### src/hw/rtl/psf_pkg.sv
`default_nettype none
package psf_pkg;

  // Grid geometry. The cell index on the ports is 12 bits wide, so the side stays at 16 or below.
  localparam int GRID_SIDE  = 16;
  localparam int PLANE      = GRID_SIDE * GRID_SIDE;
  localparam int CELL_COUNT = GRID_SIDE * GRID_SIDE * GRID_SIDE;
  localparam int ADDR_W     = $clog2(CELL_COUNT);
  localparam int COORD_W    = $clog2(GRID_SIDE);
  localparam int IDX_W      = 12;
  localparam int LAP_W      = 36;
  localparam int SUM_W      = 35;
  localparam int TDATA_W    = 112;
  localparam int CFG_IDX_W  = 3;

  localparam logic signed [31:0] Q_ONE  = 32'sd16777216;
  localparam logic signed [31:0] Q_MAX  = 32'sh7FFF_FFFF;
  localparam logic signed [31:0] Q_MIN  = 32'sh8000_0000;

  typedef struct packed {
    logic signed [31:0] val;
    logic               ovf;
  } satq_t;

  typedef struct packed {
    logic        [30:0] inv_sq;
    logic signed [31:0] triple;
    logic        [30:0] kappa;
    logic signed [31:0] mass;
    logic signed [31:0] pair;
  } cfg_t;

  typedef struct packed {
    logic              we;
    logic              re;
    logic [ADDR_W-1:0] addr;
    logic              cap_centre;
    logic              add_nb;
    logic              term_start;
  } lane_ctrl_t;

  typedef struct packed {
    logic signed [SUM_W-1:0] sum;
    logic                    ovf;
    logic                    done;
  } lane_res_t;

  typedef struct packed {
    logic signed [31:0] dp_a;
    logic signed [31:0] dp_b;
    logic signed [31:0] dp_c;
    logic signed [31:0] q;
    logic               ovf;
    logic               done;
  } sc_res_t;

  // Floor of a Q8.24 product shifted back by 24 bits, clipped to the 32-bit range.
  function automatic satq_t shift_sat(input logic signed [71:0] prod);
    logic signed [47:0] sh;
    satq_t              r;
    sh    = prod[71:24];
    r.ovf = !((&sh[47:31]) || !(|sh[47:31]));
    if (r.ovf) begin
      r.val = sh[47] ? Q_MIN : Q_MAX;
    end else begin
      r.val = sh[31:0];
    end
    return r;
  endfunction

endpackage
`default_nettype wire

### src/hw/rtl/psf_merge.sv
`default_nettype none
module psf_merge (
  input  wire logic                  clk,
  input  wire logic                  rst_n,
  input  wire logic                  take,
  input  wire logic [11:0]           idx,
  input  wire psf_pkg::lane_res_t    res_a,
  input  wire psf_pkg::lane_res_t    res_b,
  input  wire psf_pkg::lane_res_t    res_c,
  input  wire logic                  sc_ovf,
  input  wire logic                  out_tready,
  output logic                       out_tvalid,
  output logic [psf_pkg::TDATA_W-1:0] out_tdata,
  output logic                       out_tuser,
  output logic                       free
);
  import psf_pkg::*;

  function automatic satq_t clip(input logic signed [SUM_W-1:0] v);
    satq_t r;
    r.ovf = !((&v[SUM_W-1:31]) || !(|v[SUM_W-1:31]));
    r.val = r.ovf ? (v[SUM_W-1] ? Q_MIN : Q_MAX) : v[31:0];
    return r;
  endfunction

  satq_t ca, cb, cc;
  logic  valid_r;
  logic [TDATA_W-1:0] data_r;
  logic  flag_r;

  assign ca = clip(res_a.sum);
  assign cb = clip(res_b.sum);
  assign cc = clip(res_c.sum);

  always_ff @(posedge clk) begin
    if (!rst_n) begin
      valid_r <= 1'b0;
    end else if (take) begin
      valid_r <= 1'b1;
    end else if (out_tready) begin
      valid_r <= 1'b0;
    end
  end

  always_ff @(posedge clk) begin
    if (take) begin
      data_r <= {4'b0000, cc.val, cb.val, ca.val, idx};
      flag_r <= sc_ovf | res_a.ovf | res_b.ovf | res_c.ovf | ca.ovf | cb.ovf | cc.ovf;
    end
  end

  assign free       = !valid_r || out_tready;
  assign out_tvalid = valid_r;
  assign out_tdata  = data_r;
  assign out_tuser  = flag_r;

endmodule
`default_nettype wire

### config.mk
export PLATFORM = sky130hd
export DESIGN_NAME = psf_merge
export DESIGN_NICKNAME = d
export VERILOG_FILES = /design/src/hw/rtl/psf_pkg.sv /design/src/hw/rtl/psf_merge.sv
export SDC_FILE = /design/constraint.sdc
export NUM_CORES = 1
export LEC_CHECK = 0
export BUFFER_PORTS_ARGS = -buffer_cell sky130_fd_sc_hd__buf_2
export CAP_MARGIN = 20
export CORE_ASPECT_RATIO = 1.1
export CORE_MARGIN = 2
export CORE_UTILIZATION = 45
export CTS_CLUSTER_SIZE = 40
export DETAILED_ROUTE_END_ITERATION = 6
export MAX_ROUTING_LAYER = met4
export PLACE_DENSITY_LB_ADDON = 0.1
export SETUP_SLACK_MARGIN = 0.5
export SYNTH_ARGS = -nofsm -noshare
export SYNTH_HDL_FRONTEND = slang
export SYNTH_SLANG_ARGS = --single-unit
export TNS_END_PERCENT = 10
### constraint.sdc
create_clock -name clk -period 4.2 [get_ports clk]
set_input_delay 0.63 -clock clk [delete_from_list [all_inputs] [get_ports clk]]
set_output_delay 0.63 -clock clk [all_outputs]
set_load 0.01 [all_outputs]
# Word-level counts from Yosys, hierarchy flattened

Cells that the tools add are included.

Bits in registers: 110
Input bits: 128
Word-level logic and storage cells: 35

Muxes and demuxes: 8
Bitwise logic cells: 6
Reductions and logical operators: 18

Operators with widths:

| cell              | count |
|---|---|
| $mux 32           | 6 |
| $reduce_and 4->1  | 3 |
| $reduce_or 4->1   | 3 |
| $logic_not 1->1   | 7 |
| $or 1x1->1        | 6 |
| $logic_or 1x1->1  | 4 |
| $mux 1            | 2 |
| $reduce_bool 2->1 | 1 |

# Longest topological paths before layout

Word-level depth: 7
Depth in mapped cells: 4

# Least setup slack after synthesis

No wires, ideal clock.

Path type: input port to flip-flop
Start point: input res_c[35] (netlist bit)
End point: register data_r[105] (netlist: out_tdata[105]), data pin
Setup time: 0.254 ns
Data arrival time: 1.636 ns
Path slack: 2.309 ns
Stages: 4
Path buffers: 1
Cells stage by stage: or4_4 -> and2b_4 -> buf_6 -> a21o_2

RTL lines:

| what                 | line            | RTL |
|---|---|---|
| start, declared      | psf_merge.sv:9  | `input wire psf_pkg::lane_res_t res_c,` |
| end signal, assigned | psf_merge.sv:47 | `data_r <= {4'b0000, cc.val, cb.val, ca.val, idx};` |
| end, declared        | psf_merge.sv:28 | `logic [TDATA_W-1:0] data_r;` |

# Worst setup path in the final report

Start point: input res_c[35] (netlist bit)
End point: register flag_r (netlist: out_tuser), data pin

Cells in the longest elaborated chain, start to end: 5
Elaborated cells between the ends (all ways): 6
Classes of those cells: bitwise: 1; reduce/logical: 5

RTL lines:

| what                 | line            | RTL |
|---|---|---|
| $reduce_or 4->1      | psf_merge.sv:21 | `r.ovf = !((&v[SUM_W-1:31]) \|\| !(\|v[SUM_W-1:31]));` |
| $logic_not 1->1      | psf_merge.sv:21 |  |
| $logic_or 1x1->1 *   | psf_merge.sv:21 |  |
| $logic_not 1->1 *    | psf_merge.sv:21 |  |
| $or 1x1->1 *         | psf_merge.sv:48 | `flag_r <= sc_ovf \| res_a.ovf \| res_b.ovf \| res_c.ovf \| ca.ovf \| cb.ovf \| cc.ovf;` |
| end signal, assigned | psf_merge.sv:48 |  |
| end, declared        | psf_merge.sv:29 | `logic flag_r;` |

Every way passes the cells marked *; elsewhere a longest branch is shown, timed or not.
A chain may end at the register's enable or synchronous reset.

==> PnR_summary.wiki <==
{| class="wikitable"
! Metric !! Value
|-
| Worst ir drop on vdd || 0.191 mV
|-
| Post-CTS Setup Inserts || 0
|-
| Standard cell area after detailed placement || 5510 um2
|-
| Die Y || 107 um
|-
| TritonCTS buffer count || 9
|-
| Count of final hold-check violations || 0
|-
| Dominant cell type by area after synthesis || sky130_fd_sc_hd__edfxtp_1
|-
| Wire length of the first global-routing pass || 14.8 mm
|-
| Routed vias || 2920
|-
| Cells resized by post-CTS repair || 0
|-
| Maximum number of pins on one net before global-route repair || 58
|-
| H-tree depth || 3
|-
| Maximum clock skew at final layout || 0 ns
|-
| Post-route antenna net violation count || 0
|-
| Global route overflow || 0
|-
| Maximum clock insertion buffer count || 2
|-
| Antenna violations before repair || 0
|-
| Standard-cell row count || 37
|-
| Number of max-slew violations in the final report || 0
|-
| Final-stage net count || 602
|-
| Post-Syn Area || 4370 um2
|-
| TritonCTS clock tree || yes
|-
| Required time reported for the critical path endpoint || 4.25 ns
|-
| Cell breakdown of the critical path || buf_2 > or4_4 > nand2_1 > nand4_1
|-
| Top Ports || 243
|-
| Number of DRC violations after detailed-routing iteration 0 || 148
|-
| Overall track demand over capacity in global routing || 18.8%
|-
| Setup WS post-layout || 2.01 ns
|-
| Share of layout cells above drive strength 1 || 59.8%
|-
| Synth-to-Final Area Change || 30.0%
|-
| Die Span X || 97.9 um
|-
| Actual transition at the worst max-transition pin || 1.06 ns
|-
| Count of warnings emitted by yosys || 0
|-
| Pre-CTS worst setup slack || 1.59 ns
|-
| Worst hold-check path type || in -> reg
|-
| Min Hold Slack || 0.442 ns
|-
| Number of fillers in the final layout || 793
|-
| Setup repair after global routing missed its margin || false
|-
| Setup slack on the worst flop-to-flop path || 3.51 ns
|-
| Layout Cell Area excl Fill || 5680 um2
|-
| Ratio of total power to cell area || 388 nW/um2
|-
| Leakage || 2.79 nW
|-
| DR vias/cell || 4.91
|-
| Signal arrival time at the worst endpoint || 2.24 ns
|-
| Run status || finished clean
|-
| Sinks on the clock net || 110
|-
| Root buf cell || sky130_fd_sc_hd__clkbuf_8
|-
| Dominant register cell in the synthesized netlist || sky130_fd_sc_hd__edfxtp_1
|-
| Average routed wire per standard cell || 16.6 um
|-
| Synthesized instance count || 246
|-
| Number of setup violations in the final report || 0
|-
| Power Total || 2.21 mW
|-
| Fmax || 0.457 GHz
|-
| Synth top cells by count || 109 x sky130_fd_sc_hd__edfxtp_1, 63 x sky130_fd_sc_hd__a21o_1, 30 x sky130_fd_sc_hd__a21o_2
|-
| Vias in the first global route || 2848
|-
| Critical-path maximum fanout || 32
|-
| Register bit total from synthesis || 110
|-
| Detailed Routing Iterations Pass 1 || 4
|-
| Share of flip-flops with an asynchronous set or reset after synthesis || 0%
|-
| Headroom to the max-slew limit || 29.0%
|-
| Sequential share of the synthesized area || 75.4%
|-
| Kind of start point of the critical path || primary input
|-
| Synth area leaders || sky130_fd_sc_hd__edfxtp_1 75%, sky130_fd_sc_hd__a21o_1 11%, sky130_fd_sc_hd__a21o_2 6.0%, sky130_fd_sc_hd__buf_6 2.3%, sky130_fd_sc_hd__buf_4 2.2%
|-
| Insertion delay of the later-clocked pin in the worst-skew pair || 0.36 ns
|-
| Kind of cell adding the most delay to the critical path || simple AND/OR/NAND/NOR gates
|-
| Clock-pin transition on the worst setup and hold timing paths || 0.10 ns
|-
| Max-cap violations || 0
|-
| Library cells used by synthesis || 18
|-
| Diode count || 0
|-
| Core area || 9400 um2
|-
| CTS hold repair buffers || 0
|-
| Sum of negative setup slack || 0 ns
|-
| Mean area per synthesized cell || 17.8 um2
|-
| Kind of capture point of the worst setup path || register
|-
| Routability-driven placement congestion ratio || 0.733
|-
| HPWL Detailed || 6.98 mm
|-
| Number of buffer and inverter stages on the critical path || 1
|-
| Effective utilization at floorplan || 46.5%
|-
| Worst setup path class || in -> reg
|-
| Number of enable-type register cells in the synthesized netlist || 109
|-
| Post-route minimum period || 2.19 ns
|-
| Crit path largest cell delay || 0.79 ns
|-
| Fin crit share || 52.1%
|-
| DRC || 0
|-
| IO buf count || 235
|-
| Max stage delay cell, worst path || sky130_fd_sc_hd__nand2_1
|-
| Area share of the largest cell type after synthesis || 74.9%
|-
| Die Area || 10500 um2
|-
| DRT Wirelength || 9.87 mm
|-
| Most frequent cell after synthesis || sky130_fd_sc_hd__edfxtp_1
|}
[worst paths after layout]
| path | to | depth (start not counted) | from |
|---|---|---|---|
| hold reg to reg | out_tvalid | 2 | out_tvalid |
| setup / recovery | out_tuser | 4 | res_c[35] |
| setup reg to reg | out_tvalid | 2 | out_tvalid |
| hold / removal | out_tdata[2] | 1 | idx[2] |
[state kept, by name, summed over array words and instances (netlist names)]
signal      flops
out_tdata     108
out_tuser       1
out_tvalid      1
[layer usage]
| metal | GRT usage [%] | share of wire [%] | vias up | wire [um] |
|---|---|---|---|---|
| met5 | - | 0 | - | 0 |
| met4 | 7.24 | 1.6 | 0 | 155 |
| met3 | 4.81 | 9.5 | 12 | 935 |
| met2 | 29.7 | 49 | 155 | 4800 |
| met1 | 23.5 | 40 | 1366 | 3980 |
| li1 | - | - | 1387 | - |
[worst reg2reg max path: cells and delay by family (launching register included)]
| kind | cells | cell delay, ns |
|---|---|---|
| and+or+nand+nor | 1 | 0.07 |
| AOI/OAI and AO/OA | 1 | 0.20 |
| DFF | 1 | 0.34 |
[layout by cell type, fill, tap and decap left out, drive strengths merged]
master	n
a21boi	1
a21o	93
and2b	3
buf	239
clkbuf	9
clkinv	5
clkinvlp	1
conb	4
dfxtp	1
edfxtp	109
inv	1
nand2	3
nand2b	1
nand4	4
nor4	1
or4	3
[stage by stage]
stage | std cells | utilization, %
after floorplan | 249 | -
after global placement | 579 | 58.6
after detailed placement | 579 | 58.6
after CTS | 594 | 60.2
after global routing | 595 | 60.4
final | 595 | 60.4
[area by class of cell]
class	count	area (um2)	area share (%)
Sequential cell	110	3290	58.0
Timing Repair Buffer	239	1220	21.4
Multi-Input combinational cell	113	863	15.2
Tap cell	117	146	2.58
Clock buffer	9	124	2.18
Clock inverter	6	30.0	0.529
Inverter	1	3.75	0.0661
[where the power goes]
part           switching, mW  internal, mW
Sequential            0.0209          1.32
Combinational          0.176         0.150
Clock                  0.336         0.206
Total                  0.533          1.67
[kinds of logic after synthesis]
family	Yosys count	synth area share (%)
simple gates	15	2.41
buf+inv	26	5.10
other cells	1	0.0859
compound gates	94	17.0
flops	110	75.4
No activity file was read; power rests on OpenSTA's default activity.
