[src/hw/rtl/psf_pkg.sv]
`default_nettype none
package psf_pkg;

  // Grid geometry. The cell index on the ports is 12 bits wide, so the side stays at 16 or below.
  localparam int GRID_SIDE  = 16;
  localparam int PLANE      = GRID_SIDE * GRID_SIDE;
  localparam int CELL_COUNT = GRID_SIDE * GRID_SIDE * GRID_SIDE;
  localparam int ADDR_W     = $clog2(CELL_COUNT);
  localparam int COORD_W    = $clog2(GRID_SIDE);
  localparam int IDX_W      = 12;
  localparam int LAP_W      = 36;
  localparam int SUM_W      = 35;
  localparam int TDATA_W    = 112;
  localparam int CFG_IDX_W  = 3;

  localparam logic signed [31:0] Q_ONE  = 32'sd16777216;
  localparam logic signed [31:0] Q_MAX  = 32'sh7FFF_FFFF;
  localparam logic signed [31:0] Q_MIN  = 32'sh8000_0000;

  typedef struct packed {
    logic signed [31:0] val;
    logic               ovf;
  } satq_t;

  typedef struct packed {
    logic        [30:0] inv_sq;
    logic signed [31:0] triple;
    logic        [30:0] kappa;
    logic signed [31:0] mass;
    logic signed [31:0] pair;
  } cfg_t;

  typedef struct packed {
    logic              we;
    logic              re;
    logic [ADDR_W-1:0] addr;
    logic              cap_centre;
    logic              add_nb;
    logic              term_start;
  } lane_ctrl_t;

  typedef struct packed {
    logic signed [SUM_W-1:0] sum;
    logic                    ovf;
    logic                    done;
  } lane_res_t;

  typedef struct packed {
    logic signed [31:0] dp_a;
    logic signed [31:0] dp_b;
    logic signed [31:0] dp_c;
    logic signed [31:0] q;
    logic               ovf;
    logic               done;
  } sc_res_t;

  // Floor of a Q8.24 product shifted back by 24 bits, clipped to the 32-bit range.
  function automatic satq_t shift_sat(input logic signed [71:0] prod);
    logic signed [47:0] sh;
    satq_t              r;
    sh    = prod[71:24];
    r.ovf = !((&sh[47:31]) || !(|sh[47:31]));
    if (r.ovf) begin
      r.val = sh[47] ? Q_MIN : Q_MAX;
    end else begin
      r.val = sh[31:0];
    end
    return r;
  endfunction

endpackage
`default_nettype wire

[src/hw/rtl/psf_scalar.sv]
`default_nettype none
module psf_scalar (
  input  wire logic               clk,
  input  wire logic               rst_n,
  input  wire logic               start,
  input  wire logic signed [31:0] p_a,
  input  wire logic signed [31:0] p_b,
  input  wire logic signed [31:0] p_c,
  input  wire psf_pkg::cfg_t      cfg,
  output psf_pkg::sc_res_t        res
);
  import psf_pkg::*;

  typedef enum logic [1:0] {SC_IDLE, SC_MUL, SC_DIV} sc_state_t;
  typedef enum logic [2:0] {
    OP_DP_A, OP_DP_B, OP_DP_C, OP_P, OP_MUP, OP_P2, OP_KPP, OP_DEN2
  } op_t;

  localparam int DIV_W    = 60;
  localparam int DIV_STEP = 4;
  localparam int DIV_CYC  = DIV_W / DIV_STEP;

  sc_state_t          state_r;
  op_t                op_r;
  logic               ph_r;
  logic signed [31:0] opa;
  logic signed [31:0] opb;
  logic signed [63:0] prod_r;
  satq_t              ms;
  logic signed [31:0] dp_a_r, dp_b_r, dp_c_r, p_r, mup_r, p2_r, den_r, den2_r, q_r;
  logic        [32:0] den_sum;
  logic               ovf_r;
  logic               done_r;
  logic [DIV_W-1:0]   qsh_r;
  logic [DIV_W-1:0]   qsh_nxt;
  logic [31:0]        rem_r;
  logic [31:0]        rem_nxt;
  logic [32:0]        rem_w;
  logic [$clog2(DIV_CYC+1)-1:0] cnt_r;
  logic               neg_r;
  logic [31:0]        mup_abs;

  always_comb begin
    case (op_r)
      OP_DP_A: begin opa = p_b;    opb = p_c;    end
      OP_DP_B: begin opa = p_a;    opb = p_c;    end
      OP_DP_C: begin opa = p_a;    opb = p_b;    end
      OP_P:    begin opa = dp_c_r; opb = p_c;    end
      OP_MUP:  begin opa = cfg.triple; opb = p_r; end
      OP_P2:   begin opa = p_r;    opb = p_r;    end
      OP_KPP:  begin opa = {1'b0, cfg.kappa}; opb = p2_r; end
      OP_DEN2: begin opa = den_r;  opb = den_r;  end
      default: begin opa = '0;     opb = '0;     end
    endcase
  end

  always_ff @(posedge clk) begin
    prod_r <= opa * opb;
  end

  assign ms      = shift_sat(72'(prod_r));
  assign den_sum = 33'(Q_ONE) + 33'(ms.val);
  assign mup_abs = mup_r[31] ? 32'(-33'(mup_r)) : mup_r;

  // Restoring division, four quotient bits a cycle.
  always_comb begin
    qsh_nxt = qsh_r;
    rem_nxt = rem_r;
    rem_w   = '0;
    for (int s = 0; s < DIV_STEP; s++) begin
      rem_w   = {rem_nxt, qsh_nxt[DIV_W-1]};
      qsh_nxt = {qsh_nxt[DIV_W-2:0], 1'b0};
      if (rem_w >= {1'b0, den2_r}) begin
        rem_w      = rem_w - {1'b0, den2_r};
        qsh_nxt[0] = 1'b1;
      end
      rem_nxt = rem_w[31:0];
    end
  end

  always_ff @(posedge clk) begin
    if (!rst_n) begin
      state_r <= SC_IDLE;
      op_r    <= OP_DP_A;
      ph_r    <= 1'b0;
      ovf_r   <= 1'b0;
      done_r  <= 1'b0;
      cnt_r   <= '0;
    end else begin
      done_r <= 1'b0;
      case (state_r)
        SC_IDLE: begin
          if (start) begin
            state_r <= SC_MUL;
            op_r    <= OP_DP_A;
            ph_r    <= 1'b0;
            ovf_r   <= 1'b0;
          end
        end
        SC_MUL: begin
          ph_r <= !ph_r;
          if (ph_r) begin
            ovf_r <= ovf_r | ms.ovf;
            case (op_r)
              OP_DP_A: dp_a_r <= ms.val;
              OP_DP_B: dp_b_r <= ms.val;
              OP_DP_C: dp_c_r <= ms.val;
              OP_P:    p_r    <= ms.val;
              OP_MUP:  mup_r  <= ms.val;
              OP_P2:   p2_r   <= ms.val;
              OP_KPP: begin
                if (den_sum[32] != den_sum[31]) begin
                  den_r <= Q_MAX;
                  ovf_r <= 1'b1;
                end else begin
                  den_r <= den_sum[31:0];
                  ovf_r <= ovf_r | ms.ovf;
                end
              end
              OP_DEN2: den2_r <= ms.val;
              default: ;
            endcase
            if (op_r == OP_DEN2) begin
              state_r <= SC_DIV;
              qsh_r   <= {4'b0000, mup_abs, 24'b0};
              rem_r   <= '0;
              neg_r   <= mup_r[31];
              cnt_r   <= ($clog2(DIV_CYC+1))'(DIV_CYC);
            end else begin
              op_r <= op_t'(op_r + 3'd1);
            end
          end
        end
        SC_DIV: begin
          qsh_r <= qsh_nxt;
          rem_r <= rem_nxt;
          cnt_r <= cnt_r - 1'b1;
          if (cnt_r == 1) begin
            q_r     <= neg_r ? -qsh_nxt[31:0] : qsh_nxt[31:0];
            done_r  <= 1'b1;
            state_r <= SC_IDLE;
          end
        end
        default: state_r <= SC_IDLE;
      endcase
    end
  end

  assign res = {dp_a_r, dp_b_r, dp_c_r, q_r, ovf_r, done_r};

endmodule
`default_nettype wire

[config.mk]
export PLATFORM = sky130hd
export DESIGN_NAME = psf_scalar
export DESIGN_NICKNAME = d
export VERILOG_FILES = /design/src/hw/rtl/psf_pkg.sv /design/src/hw/rtl/psf_scalar.sv
export SDC_FILE = /design/constraint.sdc
export NUM_CORES = 2
export LEC_CHECK = 0
export ABC_CLOCK_PERIOD_IN_PS = 30200
export BUFFER_PORTS_ARGS = -buffer_cell sky130_fd_sc_hd__buf_4
export CAP_MARGIN = 0
export CORE_MARGIN = 4
export CORE_UTILIZATION = 50
export CTS_CLUSTER_SIZE = 30
export DETAILED_ROUTE_END_ITERATION = 16
export PLACE_DENSITY = 0.73
export SLEW_MARGIN = 25
export SYNTH_ARGS = -nofsm -noshare
export SYNTH_HDL_FRONTEND = slang
export SYNTH_SLANG_ARGS = --single-unit
[constraint.sdc]
create_clock -name clk -period 30.2 [get_ports clk]
set_input_delay 3.02 -clock clk [delete_from_list [all_inputs] [get_ports clk]]
set_output_delay 3.02 -clock clk [all_outputs]
set_load 0.005 [all_outputs]
Word level (Yosys, flattened, before mapping)
Cells that the tools add are included.
{"block": "classes", "mux": 39, "n_mul": 1, "add_sub_neg": 9, "n_eq_ne": 16, "order_cmp": 4, "bitwise_logic": 1, "n_reduce_logical": 29}
{"operator": "$mux 32", "n": 10}
{"operator": "$pmux 32 s7", "n": 1}
{"operator": "$pmux 32 s5", "n": 1}
{"operator": "$ge 33x32->1", "n": 4}
{"operator": "$sub 32x32->32", "n": 4}
{"operator": "$mux 60", "n": 2}
{"operator": "$pmux 60 s2", "n": 1}
{"operator": "$mul 32x32->64", "n": 1}
{"operator": "$neg 32->32", "n": 2}
{"operator": "$pmux 32 s2", "n": 1}
{"operator": "$reduce_and 4->1", "n": 11}
{"operator": "$add 26x32->33 const A", "n": 1}
{"operator": "$eq 3x3->1 const B", "n": 4}
{"operator": "$ne 2x2->1 const B", "n": 5}
{"operator": "$mux 1", "n": 9}
{"operator": "$mux 3", "n": 3}
{"operator": "$reduce_and 3->1", "n": 3}
{"operator": "$reduce_and 9->1", "n": 1}
{"operator": "$reduce_or 9->1", "n": 1}
{"operator": "$mux 2", "n": 4}
{"operator": "$mux 4", "n": 2}
{"operator": "$pmux 4 s2", "n": 1}
{"operator": "$eq 3x2->1 const B", "n": 2}
{"operator": "$pmux 2 s3", "n": 1}
{"operator": "other kinds (18)", "n": 24}
{"block": "totals", "elab_cells": 118, "ff_bits": 457, "inputBits": 257, "out_inout_bits": 130}

Longest topological paths before layout
{"block": "logic_depth", "word_depth": 10, "mapped_depth": 65, "mapped_depth_nobuf": 55}

Least setup slack after synthesis
OpenSTA, ideal clock, no wires.
{"block": "synth_path", "path_kind": "register to register", "from": "register den2_r[1]", "to": "register q_r[18], data pin", "setup_ps": 262, "required_ps": 29938, "synth_period_minus_slack_ps": 13314, "arrival_time_ps": 13052, "stages_incl_launch_ff": 63, "path_buffers": 11, "path_slack_ps": 16886, "path_cell_list": "edfxtp_1 > inv_1 > ha_1 > nor2b_1 > o31a_1 > o211ai_2 > a21oi_2 > a31oi_4 > nor3_2 > nor2_1 > buf_2 > buf_1 > clkbuf_1 > nor2_1 > a21oi_1 > inv_1 > ha_1 > nor2b_1 > [... 27 more ...] > a21oi_1 > o21ai_1 > or3_1 > a31o_2 > o21bai_1 > a31oi_1 > nor3_1 > o2111ai_4 > buf_6 > buf_2 > inv_2 > ha_1 > or3b_2 > or3_4 > or2_1 > buf_4 > o31ai_1 > xnor2_1"}
{"block": "synth_between", "elab_chain_len": 10, "word_cells_on_any_way": 16, "cone_classes": "add/sub (4); order compare (4); mux (8)"}
{"element": "from (decl)", "line_no": "psf_scalar.sv:30", "rtl": "logic signed [31:0] dp_a_r, dp_b_r, dp_c_r, p_r, mup_r, p2_r, den_r, den2_r, q_r;"}
{"element": "from (signal assigned)", "line_no": "psf_scalar.sv:120", "rtl": "OP_DEN2: den2_r <= ms.val;"}
{"element": "$sub 32x32->32 or $ge 33x32->1 (tied branches)", "line_no": "psf_scalar.sv:74, psf_scalar.sv:73"}
{"element": "$mux 32", "line_no": "psf_scalar.sv:73", "rtl": "if (rem_w >= {1'b0, den2_r}) begin"}
{"element": "$sub 32x32->32 or $ge 33x32->1 (tied branches)", "line_no": "psf_scalar.sv:74, psf_scalar.sv:73"}
{"element": "$mux 32", "line_no": "psf_scalar.sv:73"}
{"element": "$sub 32x32->32 or $ge 33x32->1 (tied branches)", "line_no": "psf_scalar.sv:74, psf_scalar.sv:73"}
{"element": "$mux 32", "line_no": "psf_scalar.sv:73"}
{"element": "$ge 33x32->1 *", "line_no": "psf_scalar.sv:73"}
{"element": "$mux 1 *", "line_no": "psf_scalar.sv:73"}
{"element": "via qsh_nxt[0]", "line_no": "psf_scalar.sv:35", "rtl": "logic [DIV_W-1:0] qsh_nxt;"}
{"element": "$neg 32->32 *", "line_no": "psf_scalar.sv:139", "rtl": "q_r <= neg_r ? -qsh_nxt[31:0] : qsh_nxt[31:0];"}
{"element": "$mux 32 *", "line_no": "psf_scalar.sv:139"}
{"element": "to (signal assigned)", "line_no": "psf_scalar.sv:139"}
{"element": "to (decl)", "line_no": "psf_scalar.sv:30"}
The timed path passes the listed nets; every way through them passes the cells marked *.
A chain may end at the register's enable or synchronous reset.

Worst setup path in the final report
{"block": "layout_path", "from": "register den2_r[1]", "to": "register q_r[26], data pin"}
{"block": "layout_between", "elab_chain_len": 10, "word_cells_on_any_way": 16, "cone_classes": "add/sub (4); order compare (4); mux (8)"}
{"element": "$sub 32x32->32 or $ge 33x32->1 (tied branches)", "line_no": "psf_scalar.sv:74, psf_scalar.sv:73"}
{"element": "$mux 32", "line_no": "psf_scalar.sv:73"}
{"element": "$sub 32x32->32 or $ge 33x32->1 (tied branches)", "line_no": "psf_scalar.sv:74, psf_scalar.sv:73"}
{"element": "$mux 32", "line_no": "psf_scalar.sv:73"}
{"element": "$sub 32x32->32 or $ge 33x32->1 (tied branches)", "line_no": "psf_scalar.sv:74, psf_scalar.sv:73"}
{"element": "$mux 32", "line_no": "psf_scalar.sv:73"}
{"element": "$ge 33x32->1", "line_no": "psf_scalar.sv:73"}
{"element": "$mux 1", "line_no": "psf_scalar.sv:73"}
{"element": "$neg 32->32 *", "line_no": "psf_scalar.sv:139"}
{"element": "$mux 32 *", "line_no": "psf_scalar.sv:139"}
Every way passes the cells marked *; elsewhere a longest branch is shown, timed or not.

==> impl_results.md <==
* Status: finished, final reports clean
* Via/cell ratio at 5.90
* Total wire length at 200 mm
* Post-Route Setup TNS at 0 ns
* Vias in the first global route at 49,600
* RSZ-0062 raised after global routing: no
* All-layer global routing usage at 31.6%
* Final critical-path share of the clock period at 55.5%
* EDFF count, synth at 381
* Placed cells at 7,996
* Sequential area share after synthesis at 20.6%
* Row count at 127
* Cell variety after synth at 90
* Share of layout cells above drive strength 1 at about a tenth
* Async set-reset flop share out of synthesis at 0%
* Yosys top cell area share at 35.8%
* Slew Viols, Final at 0
* Yosys warning count at 0
* First-pass GRT wire length at 301 mm
* Antenna-violating nets left at 0
* Worst Tran Pin Value at 1.25 ns
* DR iter-0 viols at roughly 5,000
* Io pins at 387
* Syn_area_per_cell at between 9 and 10 um2
* Area growth syn-to-layout at 9.59%
* 1st-pass router iterations at 7
* Endpoints failing hold at 0
* Wire per inst at 24.7 um
* Clk buf depth at 3
* Largest net degree at the start of global routing at 95
* Max frequency at 59.6 MHz
* Crit path top cell by count: ha_1
* Final HPWL DP at 153 mm
* Mapped Cells at approximately 6,300
* Worst Path Arrival at 17.12 ns
* Reg clk slew, reported paths at 0.07 ns
* Synth top area cells: fa_1 36%, edfxtp_1 19%, inv_1 7.4%
* #FFs+latches synth at between 400 and 500
* Post-CTS resize count at 0
* Clock Latency Late Sink at roughly 0.62 ns
* Die area at 127,000 um2
* Die width at 356 um
* Worst Reg-to-Reg Cells at 51
* WS Path Type: flop to flop
* DRC at 0
* Synth Cell Area at 60,700 um2
* Clock skew at 0.0444 ns
* PortBufs at 291
* Core area at 120,000 um2
* Storage element area at 12,500 um2
* Num Clock Sinks at around 430
* Slew HR at 16.8%
* CTS buffer count at between 40 and 50
* CP max stage cell: a2111oi_1
* Critical path's largest stage delay at 0.92 ns
* Tmin final at 16.77 ns
* CTS tree: built
* Worst Hold Depth at 2
* Initial Utilization at 50.5%
* Register-to-register setup slack at around 13 ns
* Gpl congestion at slightly below 1
* Total grt overflow at 0
* FILL cells at 10,400
* Crit-path max FO at between 50 and 60
* Post-CTS Setup Bufs at 0
* # nets final at 8,095
* Cell taking the most area after synthesis: fa_1
* Vert. Die Dim at 356 um
* Via count at 47,700
* CP Launch Type: flop
* Post-synth top cells: 1,204 x inv_1, 1,085 x fa_1, 926 x nand2_1
* Reg-to-Reg Start: den2_r[1]
* Hold Buf Count CTS at 0
* Clock root cell: clkbuf_16
* Ys flop type: edfxtp_1
* Worst r2r dst: q_r[26]
* CP required at between 30 and 40 ns
* Footprint of the multi-input gates at 42,800 um2
* End of the worst hold path: qsh_r[48]
* H-tree depth at 2
* Worst Hold Class: flop to flop
* Maximum capacitance violations at 0
* Initial antenna violation count at 15
* Finished Layout Cells at 8,087
* Endpoints failing setup at 0
* Worst Setup End Kind: flop
* Net count after synthesis at 7,937
* Hold path start: qsh_r[44]
* Most numerous cell in the Yosys netlist: inv_1
## sequential cells by signal, summed over array words and instances (netlist names), 32 cells and up
signal  cells
q_r        32
dp_c_r     32
dp_a_r     32
dp_b_r     32
p_r        32
qsh_r      60
mup_r      32
den2_r     32
rem_r      32
den_r      32
p2_r       32
prod_r     40
## routing by layer
layer / wire length (um) / vias to the layer above / global-route usage (%)
li1: - / 20200 / -
met2: 88800 / 2674 / 49.0
met3: 24800 / 553 / 9.44
met4: 10500 / 10 / 13.9
met5: 66 / - / 0
met1: 75900 / 24300 / 41.3
## cell type report
type	count	area share [%]
Multi-Input combinational cell	4333	64.4
Inverter	1206	6.81
Sequential cell	433	18.8
Clock inverter	29	0.463
Timing Repair Buffer	415	4.69
Clock buffer	54	1.81
Antenna cell	5	0.0188
Tap cell	1612	3.03
## worst max-delay path, delay by kind of cell (launching register included)
family | cells | cell delay (ns)
AOI/OAI and AO/OA | 22 | 7.74
and+or+nand+nor | 14 | 3.88
adders and majority gates | 5 | 1.87
buffers and inverters | 6 | 1.41
muxes | 2 | 0.82
DFF | 1 | 0.43
xor gates and xnor gates | 2 | 0.27
## cell usage in the layout, fill, tap and decap left out, drive strengths merged, types with 13 or more instances in the layout
| cell type | n |
|---|---|
| buf | 414 |
| o31ai | 32 |
| a21oi | 175 |
| a211oi | 53 |
| dfxtp | 52 |
| o21ai | 160 |
| o211ai | 13 |
| nor3 | 38 |
| or2 | 13 |
| or3 | 27 |
| clkinv | 15 |
| a41oi | 15 |
| nand2 | 926 |
| ha | 319 |
| nor2 | 353 |
| nand4 | 49 |
| mux2i | 40 |
| nand2b | 69 |
| mux2 | 56 |
| and3 | 20 |
| clkbuf | 55 |
| a22oi | 38 |
| a21o | 123 |
| o21bai | 24 |
| fa | 1085 |
| xnor2 | 143 |
| a31oi | 14 |
| inv | 1210 |
| and2 | 126 |
| nand3 | 29 |
| a222oi | 61 |
| o41ai | 13 |
| nor2b | 78 |
| xor2 | 81 |
| edfxtp | 381 |
| o21a | 43 |
## cell families (layout without fill, tap and decap cells)
kind of cell	count (synthesis)	count (layout)	synth area share, %
AND/OR/NAND/NOR	1769	1769	13.0
adder cells (fa/ha/maj)	1404	1404	42.4
AO/OA/AOI/OAI	840	840	9.75
multiplexers	96	96	1.70
flip-flops	433	433	20.6
buffers and inverters	1510	1704	9.43
XOR/XNOR	224	224	3.23
other	0	5	0
## worst max path at each step
stage	startpoint	cells past startpoint	end	slack [ns]
2_1_floorplan	den2_r[1]	62	q_r[18]	16.89
3_3_place_gp	den2_r[0]	52	q_r[18]	13.86
3_5_place_dp	den2_r[1]	51	q_r[22]	14.01
4_1_cts	den2_r[1]	51	q_r[26]	13.89
5_1_grt	den2_r[1]	51	q_r[24]	12.99
6_report	den2_r[1]	51	q_r[26]	13.43
## per-stage QoR
| stage | utilization, % | instance area (um2) | hold WS [ns] | worst slack, ns |
|---|---|---|---|---|
| after global placement | 54.0 | 64900 | 0.505 | 13.86 |
| final | 55.3 | 66500 | 0.519 | 13.43 |
| after detailed placement | 54.0 | 65000 | 0.508 | 14.01 |
| after global routing | 55.3 | 66500 | 0.547 | 12.99 |
| after CTS | 55.3 | 66500 | 0.520 | 13.89 |
| after floorplan | - | 60700 | 0.453 | 16.89 |
Power is left out: the tool's default activity adds up to more than one toggle a clock period on the data nets, which glitch-free logic cannot reach.
